[src/hw/rtl/mrs_pkg.sv]
package mrs_pkg;

  // Default sizes
  localparam int RX_BYTES_DEF  = 256;
  localparam int MAP_WORDS_DEF = 16;
  localparam int STORE_DEPTH   = 256;
  localparam int STORE_AW      = 8;

  // Reset values and CRC constants
  localparam logic [7:0]  SLAVE_ADDRESS_RST = 8'd1;
  localparam logic [4:0]  MAP_WORDS_RST     = 5'd16;
  localparam logic [15:0] CRC_INIT          = 16'hFFFF;
  localparam logic [15:0] CRC_POLY          = 16'hA001;
  localparam logic [7:0]  EXC_FLAG          = 8'h80;

  // Configuration register indexes
  localparam int CFG_IDX_W = 1;
  localparam logic [CFG_IDX_W-1:0] CFG_SLAVE_ADDRESS = 1'd0;
  localparam logic [CFG_IDX_W-1:0] CFG_MAP_WORDS     = 1'd1;

  // Function and exception codes
  localparam logic [7:0] FUNC_READ_HOLDING  = 8'd3;
  localparam logic [7:0] FUNC_WRITE_SINGLE  = 8'd6;
  localparam logic [7:0] FUNC_WRITE_MULTI   = 8'd16;
  localparam logic [7:0] EXC_ILLEGAL_FUNC   = 8'd1;
  localparam logic [7:0] EXC_ILLEGAL_ADDR   = 8'd2;
  localparam logic [7:0] EXC_ILLEGAL_VALUE  = 8'd3;

  // Response kinds
  typedef logic [1:0] kind_t;
  localparam kind_t KIND_READ        = 2'd0;
  localparam kind_t KIND_ECHO        = 2'd1;
  localparam kind_t KIND_WRITE_MULTI = 2'd2;
  localparam kind_t KIND_EXC         = 2'd3;

  // Controller to datapath
  typedef struct packed {
    logic clear_step;
    logic rx_take;
    logic load_step;
    logic decide;
    logic wr_hi;
    logic wr_lo;
    logic wr_put;
    logic emit_step;
  } mrs_cmd_t;

  // Datapath to controller
  typedef struct packed {
    logic clear_done;
    logic rx_end;
    logic load_done;
    logic frame_ok;
    logic multi_write;
    logic wr_done;
    logic emit_fire;
    logic emit_last;
  } mrs_status_t;

  // CRC-16, reflected, one byte
  function automatic logic [15:0] crc_byte(input logic [15:0] c, input logic [7:0] b);
    logic [15:0] r;
    r = c ^ {8'h00, b};
    for (int k = 0; k < 8; k++) begin
      r = r[0] ? ((r >> 1) ^ CRC_POLY) : (r >> 1);
    end
    return r;
  endfunction

endpackage

[src/hw/rtl/mrs_ctrl.sv]
module mrs_ctrl (
  input  logic                  clk,
  input  logic                  rst,
  input  logic                  in_valid,
  input  mrs_pkg::mrs_status_t  status,
  output logic                  in_stall,
  output mrs_pkg::mrs_cmd_t     cmd
);

  localparam logic [2:0] S_CLEAR  = 3'd0;
  localparam logic [2:0] S_IDLE   = 3'd1;
  localparam logic [2:0] S_LOAD   = 3'd2;
  localparam logic [2:0] S_DECIDE = 3'd3;
  localparam logic [2:0] S_WR_HI  = 3'd4;
  localparam logic [2:0] S_WR_LO  = 3'd5;
  localparam logic [2:0] S_WR_PUT = 3'd6;
  localparam logic [2:0] S_EMIT   = 3'd7;

  logic [2:0] state, state_next;

  always_ff @(posedge clk) begin
    if (rst) begin
      state <= S_CLEAR;
    end else begin
      state <= state_next;
    end
  end

  // Next state and commands
  always_comb begin
    cmd        = '0;
    state_next = state;
    in_stall   = 1'b1;
    unique case (state)
      S_CLEAR: begin
        cmd.clear_step = 1'b1;
        if (status.clear_done) state_next = S_IDLE;
      end
      S_IDLE: begin
        in_stall    = 1'b0;
        cmd.rx_take = in_valid;
        if (in_valid && status.rx_end) state_next = S_LOAD;
      end
      S_LOAD: begin
        cmd.load_step = 1'b1;
        if (status.load_done) state_next = S_DECIDE;
      end
      S_DECIDE: begin
        cmd.decide = 1'b1;
        if (!status.frame_ok) state_next = S_IDLE;
        else if (status.multi_write) state_next = S_WR_HI;
        else state_next = S_EMIT;
      end
      S_WR_HI: begin
        cmd.wr_hi  = 1'b1;
        state_next = S_WR_LO;
      end
      S_WR_LO: begin
        cmd.wr_lo  = 1'b1;
        state_next = S_WR_PUT;
      end
      S_WR_PUT: begin
        cmd.wr_put = 1'b1;
        state_next = status.wr_done ? S_EMIT : S_WR_HI;
      end
      S_EMIT: begin
        cmd.emit_step = 1'b1;
        if (status.emit_fire && status.emit_last) state_next = S_IDLE;
      end
      default: state_next = S_IDLE;
    endcase
  end

endmodule

[src/hw/rtl/mrs_datapath.sv]
module mrs_datapath #(
  parameter int RX_BYTES  = mrs_pkg::RX_BYTES_DEF,
  parameter int MAP_WORDS = mrs_pkg::MAP_WORDS_DEF
) (
  input  logic                          clk,
  input  logic                          rst,
  input  mrs_pkg::mrs_cmd_t             cmd,
  output mrs_pkg::mrs_status_t          status,
  input  logic [7:0]                    rx_byte,
  input  logic                          frame_end,
  input  logic                          line_error,
  input  logic                          cfg_valid,
  input  logic [mrs_pkg::CFG_IDX_W-1:0] cfg_index,
  input  logic [7:0]                    cfg_data,
  input  logic                          out_stall,
  output logic                          out_valid,
  output logic [7:0]                    tx_byte,
  output logic                          last_byte
);

  localparam int LEN_W = $clog2(RX_BYTES + 1);
  localparam int HW    = (MAP_WORDS > 1) ? $clog2(MAP_WORDS) : 1;
  localparam int CNT_W = $clog2(MAP_WORDS + 1);
  localparam int TX_W  = $clog2(2 * MAP_WORDS + 12);

  // Configuration registers
  logic [7:0] slave_address;
  logic [4:0] map_words_in_use;
  logic [4:0] limit;

  always_ff @(posedge clk) begin
    if (rst) begin
      slave_address    <= mrs_pkg::SLAVE_ADDRESS_RST;
      map_words_in_use <= mrs_pkg::MAP_WORDS_RST;
    end else if (cfg_valid) begin
      unique case (cfg_index)
        mrs_pkg::CFG_SLAVE_ADDRESS: slave_address    <= cfg_data;
        mrs_pkg::CFG_MAP_WORDS:     map_words_in_use <= cfg_data[4:0];
        default: ;
      endcase
    end
  end

  assign limit = (map_words_in_use < 5'(MAP_WORDS)) ? map_words_in_use : 5'(MAP_WORDS);

  // Receive store, one write and one registered read port
  logic [7:0] frame_store [mrs_pkg::STORE_DEPTH];
  logic [mrs_pkg::STORE_AW-1:0] st_waddr, st_raddr, clr_addr;
  logic [7:0] st_wdata, st_rdata;
  logic       st_we;

  always_ff @(posedge clk) begin
    if (st_we) frame_store[st_waddr] <= st_wdata;
    st_rdata <= frame_store[st_raddr];
  end

  // Clearing sweep after reset
  always_ff @(posedge clk) begin
    if (rst) begin
      clr_addr <= '0;
    end else if (cmd.clear_step) begin
      clr_addr <= clr_addr + 1'b1;
    end
  end

  assign status.clear_done = (clr_addr == '1);

  // Frame reception with running CRC
  logic [LEN_W-1:0] frame_length;
  logic [15:0]      running_crc, crc_new;
  logic             n_ok, crc_ok;

  assign crc_new       = mrs_pkg::crc_byte(running_crc, rx_byte);
  assign status.rx_end = !line_error &&
                         (frame_end || frame_length == LEN_W'(RX_BYTES - 1));

  always_ff @(posedge clk) begin
    if (rst) begin
      frame_length <= '0;
      running_crc  <= mrs_pkg::CRC_INIT;
      n_ok         <= 1'b0;
      crc_ok       <= 1'b0;
    end else if (cmd.rx_take) begin
      if (line_error) begin
        frame_length <= '0;
        running_crc  <= mrs_pkg::CRC_INIT;
      end else if (status.rx_end) begin
        frame_length <= '0;
        running_crc  <= mrs_pkg::CRC_INIT;
        n_ok         <= (frame_length >= LEN_W'(3));
        crc_ok       <= (crc_new == 16'h0000);
      end else begin
        frame_length <= frame_length + 1'b1;
        running_crc  <= crc_new;
      end
    end
  end

  assign st_we    = cmd.clear_step || (cmd.rx_take && !line_error);
  assign st_waddr = cmd.clear_step ? clr_addr : mrs_pkg::STORE_AW'(frame_length);
  assign st_wdata = cmd.clear_step ? 8'h00 : rx_byte;

  // Header load: store bytes 0 to 7 into registers
  logic [3:0] ld_cnt;
  logic [7:0] hdr [8];

  assign status.load_done = (ld_cnt == 4'd8);

  always_ff @(posedge clk) begin
    if (rst) begin
      ld_cnt <= '0;
    end else if (cmd.load_step) begin
      ld_cnt <= status.load_done ? 4'd0 : ld_cnt + 4'd1;
    end
  end

  always_ff @(posedge clk) begin
    if (cmd.load_step && ld_cnt != 4'd0) hdr[3'(ld_cnt - 4'd1)] <= st_rdata;
  end

  // Request fields
  logic [7:0]  func;
  logic [15:0] start, count;

  assign func  = hdr[1];
  assign start = {hdr[2], hdr[3]};
  assign count = {hdr[4], hdr[5]};

  // Frame checks and request decode
  logic                range_bad, single_bad, bc_bad;
  mrs_pkg::kind_t      dec_kind;
  logic [7:0]          dec_code;

  assign status.frame_ok = n_ok && crc_ok && (hdr[0] == slave_address);
  assign range_bad  = (17'(start) + 17'(count)) > 17'(limit);
  assign single_bad = start >= 16'(limit);
  assign bc_bad     = 17'(hdr[6]) != {count, 1'b0};

  always_comb begin
    dec_kind = mrs_pkg::KIND_EXC;
    dec_code = mrs_pkg::EXC_ILLEGAL_FUNC;
    unique case (func)
      mrs_pkg::FUNC_READ_HOLDING: begin
        if (range_bad) dec_code = mrs_pkg::EXC_ILLEGAL_ADDR;
        else dec_kind = mrs_pkg::KIND_READ;
      end
      mrs_pkg::FUNC_WRITE_SINGLE: begin
        if (single_bad) dec_code = mrs_pkg::EXC_ILLEGAL_ADDR;
        else dec_kind = mrs_pkg::KIND_ECHO;
      end
      mrs_pkg::FUNC_WRITE_MULTI: begin
        if (range_bad) dec_code = mrs_pkg::EXC_ILLEGAL_ADDR;
        else if (bc_bad) dec_code = mrs_pkg::EXC_ILLEGAL_VALUE;
        else dec_kind = mrs_pkg::KIND_WRITE_MULTI;
      end
      default: ;
    endcase
  end

  assign status.multi_write = (dec_kind == mrs_pkg::KIND_WRITE_MULTI) && (count != 16'h0000);

  // Response registers
  mrs_pkg::kind_t  kind;
  logic [7:0]      exc_code;
  logic [TX_W-1:0] body_len, tx_idx;
  logic [15:0]     tx_crc;
  logic [CNT_W-1:0] wi;
  logic [7:0]      wr_hi_byte;

  // Multi-register write: store byte addresses for word wi
  logic [7:0] wi_ext, addr_hi, addr_lo;

  assign wi_ext  = 8'(wi);
  assign addr_hi = 8'd7 + {wi_ext[6:0], 1'b0};
  assign addr_lo = addr_hi + 8'd1;

  always_comb begin
    st_raddr = '0;
    if (cmd.load_step) st_raddr = mrs_pkg::STORE_AW'(ld_cnt[2:0]);
    else if (cmd.wr_hi) st_raddr = addr_hi;
    else if (cmd.wr_lo) st_raddr = addr_lo;
  end

  assign status.wr_done = (16'(wi) + 16'd1) == count;

  // Holding registers
  logic [15:0]   hold_regs [MAP_WORDS];
  logic          hr_we;
  logic [HW-1:0] hr_waddr, hr_raddr;
  logic [15:0]   hr_wdata, hrv;

  assign hr_we    = (cmd.decide && status.frame_ok && dec_kind == mrs_pkg::KIND_ECHO) ||
                    cmd.wr_put;
  assign hr_waddr = cmd.wr_put ? HW'(start) + HW'(wi) : HW'(start);
  assign hr_wdata = cmd.wr_put ? {wr_hi_byte, st_rdata} : count;

  always_ff @(posedge clk) begin
    if (rst) begin
      for (int i = 0; i < MAP_WORDS; i++) hold_regs[i] <= 16'h0000;
    end else if (hr_we) begin
      hold_regs[hr_waddr] <= hr_wdata;
    end
  end

  always_ff @(posedge clk) begin
    if (cmd.wr_lo) wr_hi_byte <= st_rdata;
  end

  always_ff @(posedge clk) begin
    if (rst) begin
      wi <= '0;
    end else if (cmd.decide) begin
      wi <= '0;
    end else if (cmd.wr_put) begin
      wi <= wi + 1'b1;
    end
  end

  // Emit sequencing
  logic [TX_W-1:0] doff;
  logic [7:0]      body_byte, emit_byte;
  logic            crc_lo_pos, crc_hi_pos;

  assign doff     = tx_idx - TX_W'(3);
  assign hr_raddr = HW'(start) + HW'(doff >> 1);
  assign hrv      = hold_regs[hr_raddr];

  assign crc_lo_pos = (kind != mrs_pkg::KIND_ECHO) && (tx_idx == body_len);
  assign crc_hi_pos = (kind != mrs_pkg::KIND_ECHO) && (tx_idx == body_len + TX_W'(1));

  always_comb begin
    body_byte = hdr[tx_idx[2:0]];
    case (kind)
      mrs_pkg::KIND_READ: begin
        if (tx_idx == TX_W'(0)) body_byte = slave_address;
        else if (tx_idx == TX_W'(1)) body_byte = hdr[1];
        else if (tx_idx == TX_W'(2)) body_byte = {count[6:0], 1'b0};
        else body_byte = doff[0] ? hrv[7:0] : hrv[15:8];
      end
      mrs_pkg::KIND_EXC: begin
        if (tx_idx == TX_W'(0)) body_byte = slave_address;
        else if (tx_idx == TX_W'(1)) body_byte = hdr[1] | mrs_pkg::EXC_FLAG;
        else body_byte = exc_code;
      end
      mrs_pkg::KIND_WRITE_MULTI: begin
        if (tx_idx == TX_W'(0)) body_byte = slave_address;
      end
      default: ;
    endcase
  end

  assign emit_byte = crc_lo_pos ? tx_crc[7:0] : (crc_hi_pos ? tx_crc[15:8] : body_byte);

  assign status.emit_last = (kind == mrs_pkg::KIND_ECHO) ? (tx_idx == TX_W'(7)) : crc_hi_pos;
  assign status.emit_fire = cmd.emit_step && (!out_valid || !out_stall);

  always_ff @(posedge clk) begin
    if (cmd.decide) begin
      kind     <= dec_kind;
      exc_code <= dec_code;
      tx_idx   <= '0;
      tx_crc   <= mrs_pkg::CRC_INIT;
      case (dec_kind)
        mrs_pkg::KIND_READ:        body_len <= TX_W'(3) + TX_W'({count[CNT_W-1:0], 1'b0});
        mrs_pkg::KIND_ECHO:        body_len <= TX_W'(8);
        mrs_pkg::KIND_WRITE_MULTI: body_len <= TX_W'(6);
        default:                   body_len <= TX_W'(3);
      endcase
    end else if (status.emit_fire) begin
      tx_idx <= tx_idx + 1'b1;
      if (tx_idx < body_len) tx_crc <= mrs_pkg::crc_byte(tx_crc, body_byte);
    end
  end

  // Output register
  always_ff @(posedge clk) begin
    if (rst) begin
      out_valid <= 1'b0;
    end else if (status.emit_fire) begin
      out_valid <= 1'b1;
    end else if (!out_stall) begin
      out_valid <= 1'b0;
    end
  end

  always_ff @(posedge clk) begin
    if (status.emit_fire) begin
      tx_byte   <= emit_byte;
      last_byte <= status.emit_last;
    end
  end

endmodule

[src/hw/rtl/modbus_rtu_slave_responder.sv]
// Bytes are taken one per cycle while a frame is received.
// A frame end is followed by header load and decode, plus the WR_HI, WR_LO and
// WR_PUT steps per register of a multi-register write; then one response byte
// per cycle unless stalled. The header load uses the one store read port.
// After reset a sweep clears all 256 receive store entries with in_stall high;
// configuration writes are taken at all times.
module modbus_rtu_slave_responder #(
  parameter int RX_BYTES  = mrs_pkg::RX_BYTES_DEF,
  parameter int MAP_WORDS = mrs_pkg::MAP_WORDS_DEF
) (
  input  logic                          clk,
  input  logic                          rst,
  input  logic                          in_valid,
  output logic                          in_stall,
  input  logic [7:0]                    rx_byte,
  input  logic                          frame_end,
  input  logic                          line_error,
  output logic                          out_valid,
  input  logic                          out_stall,
  output logic [7:0]                    tx_byte,
  output logic                          last_byte,
  input  logic                          cfg_valid,
  output logic                          cfg_ready,
  input  logic [mrs_pkg::CFG_IDX_W-1:0] cfg_index,
  input  logic [7:0]                    cfg_data
);

  mrs_pkg::mrs_cmd_t    cmd;
  mrs_pkg::mrs_status_t status;

  // Registers accept a write every cycle
  assign cfg_ready = 1'b1;

  mrs_ctrl u_ctrl (
    .clk      (clk),
    .rst      (rst),
    .in_valid (in_valid),
    .status   (status),
    .in_stall (in_stall),
    .cmd      (cmd)
  );

  mrs_datapath #(
    .RX_BYTES  (RX_BYTES),
    .MAP_WORDS (MAP_WORDS)
  ) u_datapath (
    .clk        (clk),
    .rst        (rst),
    .cmd        (cmd),
    .status     (status),
    .rx_byte    (rx_byte),
    .frame_end  (frame_end),
    .line_error (line_error),
    .cfg_valid  (cfg_valid && cfg_ready),
    .cfg_index  (cfg_index),
    .cfg_data   (cfg_data),
    .out_stall  (out_stall),
    .out_valid  (out_valid),
    .tx_byte    (tx_byte),
    .last_byte  (last_byte)
  );

endmodule

[config.mk]
export PLATFORM = sky130hd
export DESIGN_NAME = modbus_rtu_slave_responder
export DESIGN_NICKNAME = d
export VERILOG_FILES = /design/src/hw/rtl/mrs_pkg.sv /design/src/hw/rtl/mrs_ctrl.sv /design/src/hw/rtl/mrs_datapath.sv /design/src/hw/rtl/modbus_rtu_slave_responder.sv
export SDC_FILE = /design/constraint.sdc
export NUM_CORES = 2
export LEC_CHECK = 0
export ABC_AREA = 0
export ABC_CLOCK_PERIOD_IN_PS = 12450
export BUFFER_PORTS_ARGS = -buffer_cell sky130_fd_sc_hd__buf_2
export CAP_MARGIN = 10
export CELL_PAD_IN_SITES_DETAIL_PLACEMENT = 1
export CELL_PAD_IN_SITES_GLOBAL_PLACEMENT = 1
export CORE_UTILIZATION = 54
export DETAILED_ROUTE_END_ITERATION = 16
export PLACE_DENSITY = 0.89
export SETUP_SLACK_MARGIN = 0.05
export SYNTH_ARGS = -nofsm -noshare
export SYNTH_HDL_FRONTEND = slang
export SYNTH_HIERARCHICAL = 1
export SYNTH_SLANG_ARGS = --single-unit
[constraint.sdc]
create_clock -name clk -period 12.45 [get_ports clk]
set_input_delay 0.6225 -clock clk [delete_from_list [all_inputs] [get_ports clk]]
set_output_delay 0.6225 -clock clk [all_outputs]
set_load 0.01 [all_outputs]
==> impl_results.md <==
* Critical-path top delay cell: sky130_fd_sc_hd__nand2b_1
* Cell-by-cell listing of the critical path: inv_1 -> fa_1 -> nor2b_1 -> o21ai_0 -> a21boi_0 -> nor2_1 -> ha_1 -> and3_1 -> a31oi_1 -> nor3_1 -> and3_1 -> o2111ai_1 -> a21oi_1 -> a31oi_1 -> nor2_1 -> ha_1 -> a31oi_1 -> or2_2 -> nor2_1 -> nand2_1 -> nand2b_1
* CP Buf/Inv Count at 1
* Max stage delay on crit path at between 0.7 and 0.8 ns
* R2R Path Start: u_datapath/hdr[3][1]
* Worst Setup End Kind: register
* Tightest Pin Transition at 1.31 ns
* Slew Limit Fails at 0
* Buffer cell driving the clock tree root: sky130_fd_sc_hd__clkbuf_16
* Fin worst setup slack at around 5.5 ns
* Average instance area after synthesis at around 13 um2
* PwrDens at around 140 nW/um2
* Cells taking the most area after synthesis: sky130_fd_sc_hd__edfxtp_1 65%, sky130_fd_sc_hd__a211oi_1 4.3%, sky130_fd_sc_hd__nand2_1 3.9%
* Post-layout utilization of the core at approximately three fifths
* Cell depth of the worst flop-to-flop path at 21
* Number of remaining DRC errors at 0
* CTS resizes at 0
* Starting density of the core at between 50 and 60%
* Horizontal extent of the die at approximately 350 um
* Height of the die at roughly 350 um
* Setup total negative slack at 0 ns
* Max-cap violations at 0
* Largest fanout on the critical path at 17
* Startpoint kind of the worst setup timing path: register
* Data required time at the worst endpoint at around 13 ns
* Number of H-tree levels at 4
* Detailed Place HPWL at between 100 and 150 mm
* Final Cycle Share at ~56%
* Post-synthesis sequential element count at 1465
* Headroom to the max-slew limit at around an eighth
* Post-synthesis cell type with the largest combined area: sky130_fd_sc_hd__edfxtp_1
* Syn_nets at a little under 5000
* Timing endpoint of the critical path: u_datapath/hold_regs[1][11]
* Global route overflow at 0
* Post-Synthesis Cells at between 4000 and 5000
* Length of the first detailed-routing pass in iterations at 6
* Post-synthesis instance area at roughly 64000 um2
* Number of placement rows at between 100 and 150
* Pin count of the biggest net entering global routing at between 200 and 250
* Most utilized layer in the global route result: met2
* Setup clock skew after layout at between 0.04 and 0.05 ns
* GR Util met1 at about two fifths
* Gr usage total at between 30% and 40%
* Area of the core region at 117000 um2
* Crit path arrival time at between 7 and 8 ns
* Area of the die at about 120000 um2
* Count of filler cells inserted in the layout at 10911
* Number of nets at the end of the flow at 4839
* Worst setup slack after placement at between 5 and 6 ns
* Source-to-sink clock delay at the later pin of the worst-skew pair at around 0.8 ns
* Commonest cells in the synthesized netlist: 1371 x sky130_fd_sc_hd__edfxtp_1, 657 x sky130_fd_sc_hd__nand2_1, 497 x sky130_fd_sc_hd__nor2_1
* TritonCTS clock tree: built
* Startpoint of the worst setup timing path: u_datapath/hdr[3][1]
* Via count of the first global-routing pass at between 40000 and 50000
* Worst-case register-to-register setup slack at between 5 and 6 ns
* Endpoint of the worst register-to-register path: u_datapath/hold_regs[1][11]
* Fraction of final layout cells with drive strength greater than 1 at 9.85%
* Final number of hold-violating endpoints at 0
* Violation count after the first detailed-routing iteration at ~6700
* Hold/Removal Path Class: in -> reg
* Most common cell in the netlist: sky130_fd_sc_hd__edfxtp_1
* Yosys warning count at 6
* Critical path depth in cells at 21
* Number of different library cells in the post-synthesis netlist at a little over 90
* Most frequently used flop master after synthesis: sky130_fd_sc_hd__edfxtp_1
* Clock buffer count from CTS at 150
* IO Pins at 36
* Category of the most critical setup path: reg -> reg
* Area of all placed cells without fillers at 69900 um2
* Post-synth EDFFs at approximately 1400
* Result of the run: complete, no violations
* Met2 track demand over resource at 57.0%
* Clock transition time at the flip-flop clock pins of the worst setup and hold paths at roughly 0.060 ns
* Largest buffer count on any clock path at 3
* Number of antenna violations at the first check in global routing at 6
* Wire length of the first global-routing pass at a little over 300 mm
* Post-CTS Setup Repair Bufs at 0
* Met3 global-route usage at approximately 7.6%
* Final setup viols at 0
* Final antenna-violating net count at 0
* Leakage power figure at about 0.023 uW
* Share of the synthesized area in the top cell type at 64.7%
* Shortest period the worst path allows at roughly 7 ns
* Sinks on Clock Net at 1465
* Synthesis-to-finish area growth at 9.75%
* Setup repair after global routing missed its margin: false
* Final weighted congestion in routability-driven placement at 0.893
* Standard cell area after detailed placement at about 65000 um2
* Number of port buffers at 34
* Share of synthesized flip-flops with an asynchronous set or reset at 0%
* Number of vias in the routed layout at roughly 45000
* Post-Route WL at 208 mm
* Vias per inst at between 6 and 7
* Worst path top cell family by delay: simple AND/OR/NAND/NOR gates
* Achievable Freq at between 0.1 and 0.15 GHz
* Peak ir drop on the vdd network at approximately 0.16 mV
* Share of the yosys chip area belonging to registers at between 60% and 70%
* Count of hold-fix buffers inserted at cts at 0
* Average detailed-routed wire length per instance at roughly 32 um
per-stage QoR:
| step | instances | power (uW) | hold WS [ns] |
|---|---|---|---|
| 6_report | 6408 | 10100 | 0.0945 |
| 4_1_cts | 6404 | 10100 | 0.0533 |
| 3_3_place_gp | 6126 | 5660 | 0.444 |
| 5_1_grt | 6405 | 10300 | 0.0940 |
| 2_1_floorplan | 4863 | 5600 | 0.432 |
| 3_5_place_dp | 6126 | 5680 | 0.456 |
cell families (layout without fill, tap and decap cells):
group           Yosys count  in the layout  synth area share [%]
xor+xnor                107            107                  1.54
fa+ha+maj                60             60                  1.21
mux                     154            154                  4.22
buf+inv                 423            441                  2.62
compound gates          998            998                  11.1
simple gates           1655           1655                  11.7
other cells               1              4               0.00589
flops                  1465           1465                  67.6
metal layers:
metal | vias up | share of wire, %
li1 | 18109 | -
met1 | 22440 | 35
met2 | 3289 | 49
met3 | 866 | 10
met4 | 8 | 6.1
met5 | - | 0.027
worst register-to-register path, stage by stage (launching register included):
cell and delay (ns):
sky130_fd_sc_hd__edfxtp_1 0.60, sky130_fd_sc_hd__inv_1 0.25, sky130_fd_sc_hd__fa_1 0.53, sky130_fd_sc_hd__nor2b_1 0.14, sky130_fd_sc_hd__o21ai_0 0.14, sky130_fd_sc_hd__a21boi_0 0.42
sky130_fd_sc_hd__nor2_1 0.11, sky130_fd_sc_hd__ha_1 0.33, sky130_fd_sc_hd__and3_1 0.18, sky130_fd_sc_hd__a31oi_1 0.11, sky130_fd_sc_hd__nor3_1 0.25, sky130_fd_sc_hd__and3_1 0.21
sky130_fd_sc_hd__o2111ai_1 0.10, sky130_fd_sc_hd__a21oi_1 0.28, sky130_fd_sc_hd__a31oi_1 0.18, sky130_fd_sc_hd__nor2_1 0.17, sky130_fd_sc_hd__ha_1 0.22, sky130_fd_sc_hd__a31oi_1 0.20
sky130_fd_sc_hd__or2_2 0.41, sky130_fd_sc_hd__nor2_1 0.49, sky130_fd_sc_hd__nand2_1 0.51, sky130_fd_sc_hd__nand2b_1 0.78
how the worst min path moves through the flow:
stage | slack (ns) | cells past startpoint | to | startpoint
detailed placement | 0.46 | 2 | u_datapath/map_words_in_use[0] | u_datapath/map_words_in_use[0]
finish | 0.09 | 3 | u_datapath/out_valid | out_stall
CTS | 0.05 | 3 | u_datapath/out_valid | out_stall
floorplan | 0.43 | 2 | u_datapath/map_words_in_use[0] | u_datapath/map_words_in_use[0]
global route | 0.09 | 3 | u_datapath/slave_address[6] | cfg_data[6]
global placement | 0.44 | 2 | u_datapath/map_words_in_use[0] | u_datapath/map_words_in_use[0]
report_power, final:
group	total [uW]	switching, uW	internal [uW]
combinational	178	114	63.8
sequential	5410	44.4	5370
clock	4500	2040	2460
cell type report:
cell class	count	area, um2	area share [%]
Antenna cell	3	7.51	0.0107
Clock buffer	187	3980	5.69
Clock inverter	91	787	1.13
Inverter	62	233	0.333
Multi-Input combinational cell	2975	19200	27.4
Sequential cell	1465	43100	61.6
Tap cell	1524	1910	2.73
Timing Repair Buffer	101	736	1.05
flip-flops by register name (all words and copies together), names as in the netlist, 6 cells and up, named ones only:
register	flops
u_datapath/frame_length	9
u_datapath/tx_idx	6
u_datapath/hold_regs	256
u_datapath/body_len	6
u_datapath/tx_crc	16
u_datapath/clr_addr	8
u_datapath/tx_byte	8
u_datapath/wr_hi_byte	8
u_datapath/frame_store	1024
u_datapath/slave_address	8
u_datapath/running_crc	16
u_datapath/st_rdata	8
u_datapath/hdr	64
placed cells by master (no fill, tap or decap), types with 8 or more instances in the layout:
cell type / instances
sky130_fd_sc_hd__o21ai_0: 45
sky130_fd_sc_hd__dfxtp_1: 94
sky130_fd_sc_hd__o22ai_1: 18
sky130_fd_sc_hd__and3_1: 9
sky130_fd_sc_hd__and2_1: 256
sky130_fd_sc_hd__mux2_2: 9
sky130_fd_sc_hd__buf_4: 61
sky130_fd_sc_hd__mux4_2: 90
sky130_fd_sc_hd__a211o_1: 35
sky130_fd_sc_hd__ha_1: 56
sky130_fd_sc_hd__clkinv_1: 32
sky130_fd_sc_hd__inv_1: 61
sky130_fd_sc_hd__buf_2: 34
sky130_fd_sc_hd__nor2b_4: 8
sky130_fd_sc_hd__edfxtp_1: 1371
sky130_fd_sc_hd__a21o_1: 10
sky130_fd_sc_hd__nor4_1: 17
sky130_fd_sc_hd__nor3_1: 35
sky130_fd_sc_hd__nor2_1: 493
sky130_fd_sc_hd__nand2b_1: 43
sky130_fd_sc_hd__nor2b_1: 9
sky130_fd_sc_hd__a31oi_1: 145
sky130_fd_sc_hd__a21oi_1: 161
sky130_fd_sc_hd__nand2_1: 657
sky130_fd_sc_hd__a311oi_1: 132
sky130_fd_sc_hd__a31o_2: 9
sky130_fd_sc_hd__nand4_1: 24
sky130_fd_sc_hd__clkinv_2: 32
sky130_fd_sc_hd__mux2i_1: 47
sky130_fd_sc_hd__xnor2_1: 66
sky130_fd_sc_hd__xor2_1: 35
sky130_fd_sc_hd__nand3_1: 50
sky130_fd_sc_hd__clkbuf_16: 153
sky130_fd_sc_hd__clkbuf_1: 32
sky130_fd_sc_hd__a211oi_1: 367
sky130_fd_sc_hd__bufinv_16: 8
No activity file was read; power rests on OpenSTA's default activity.
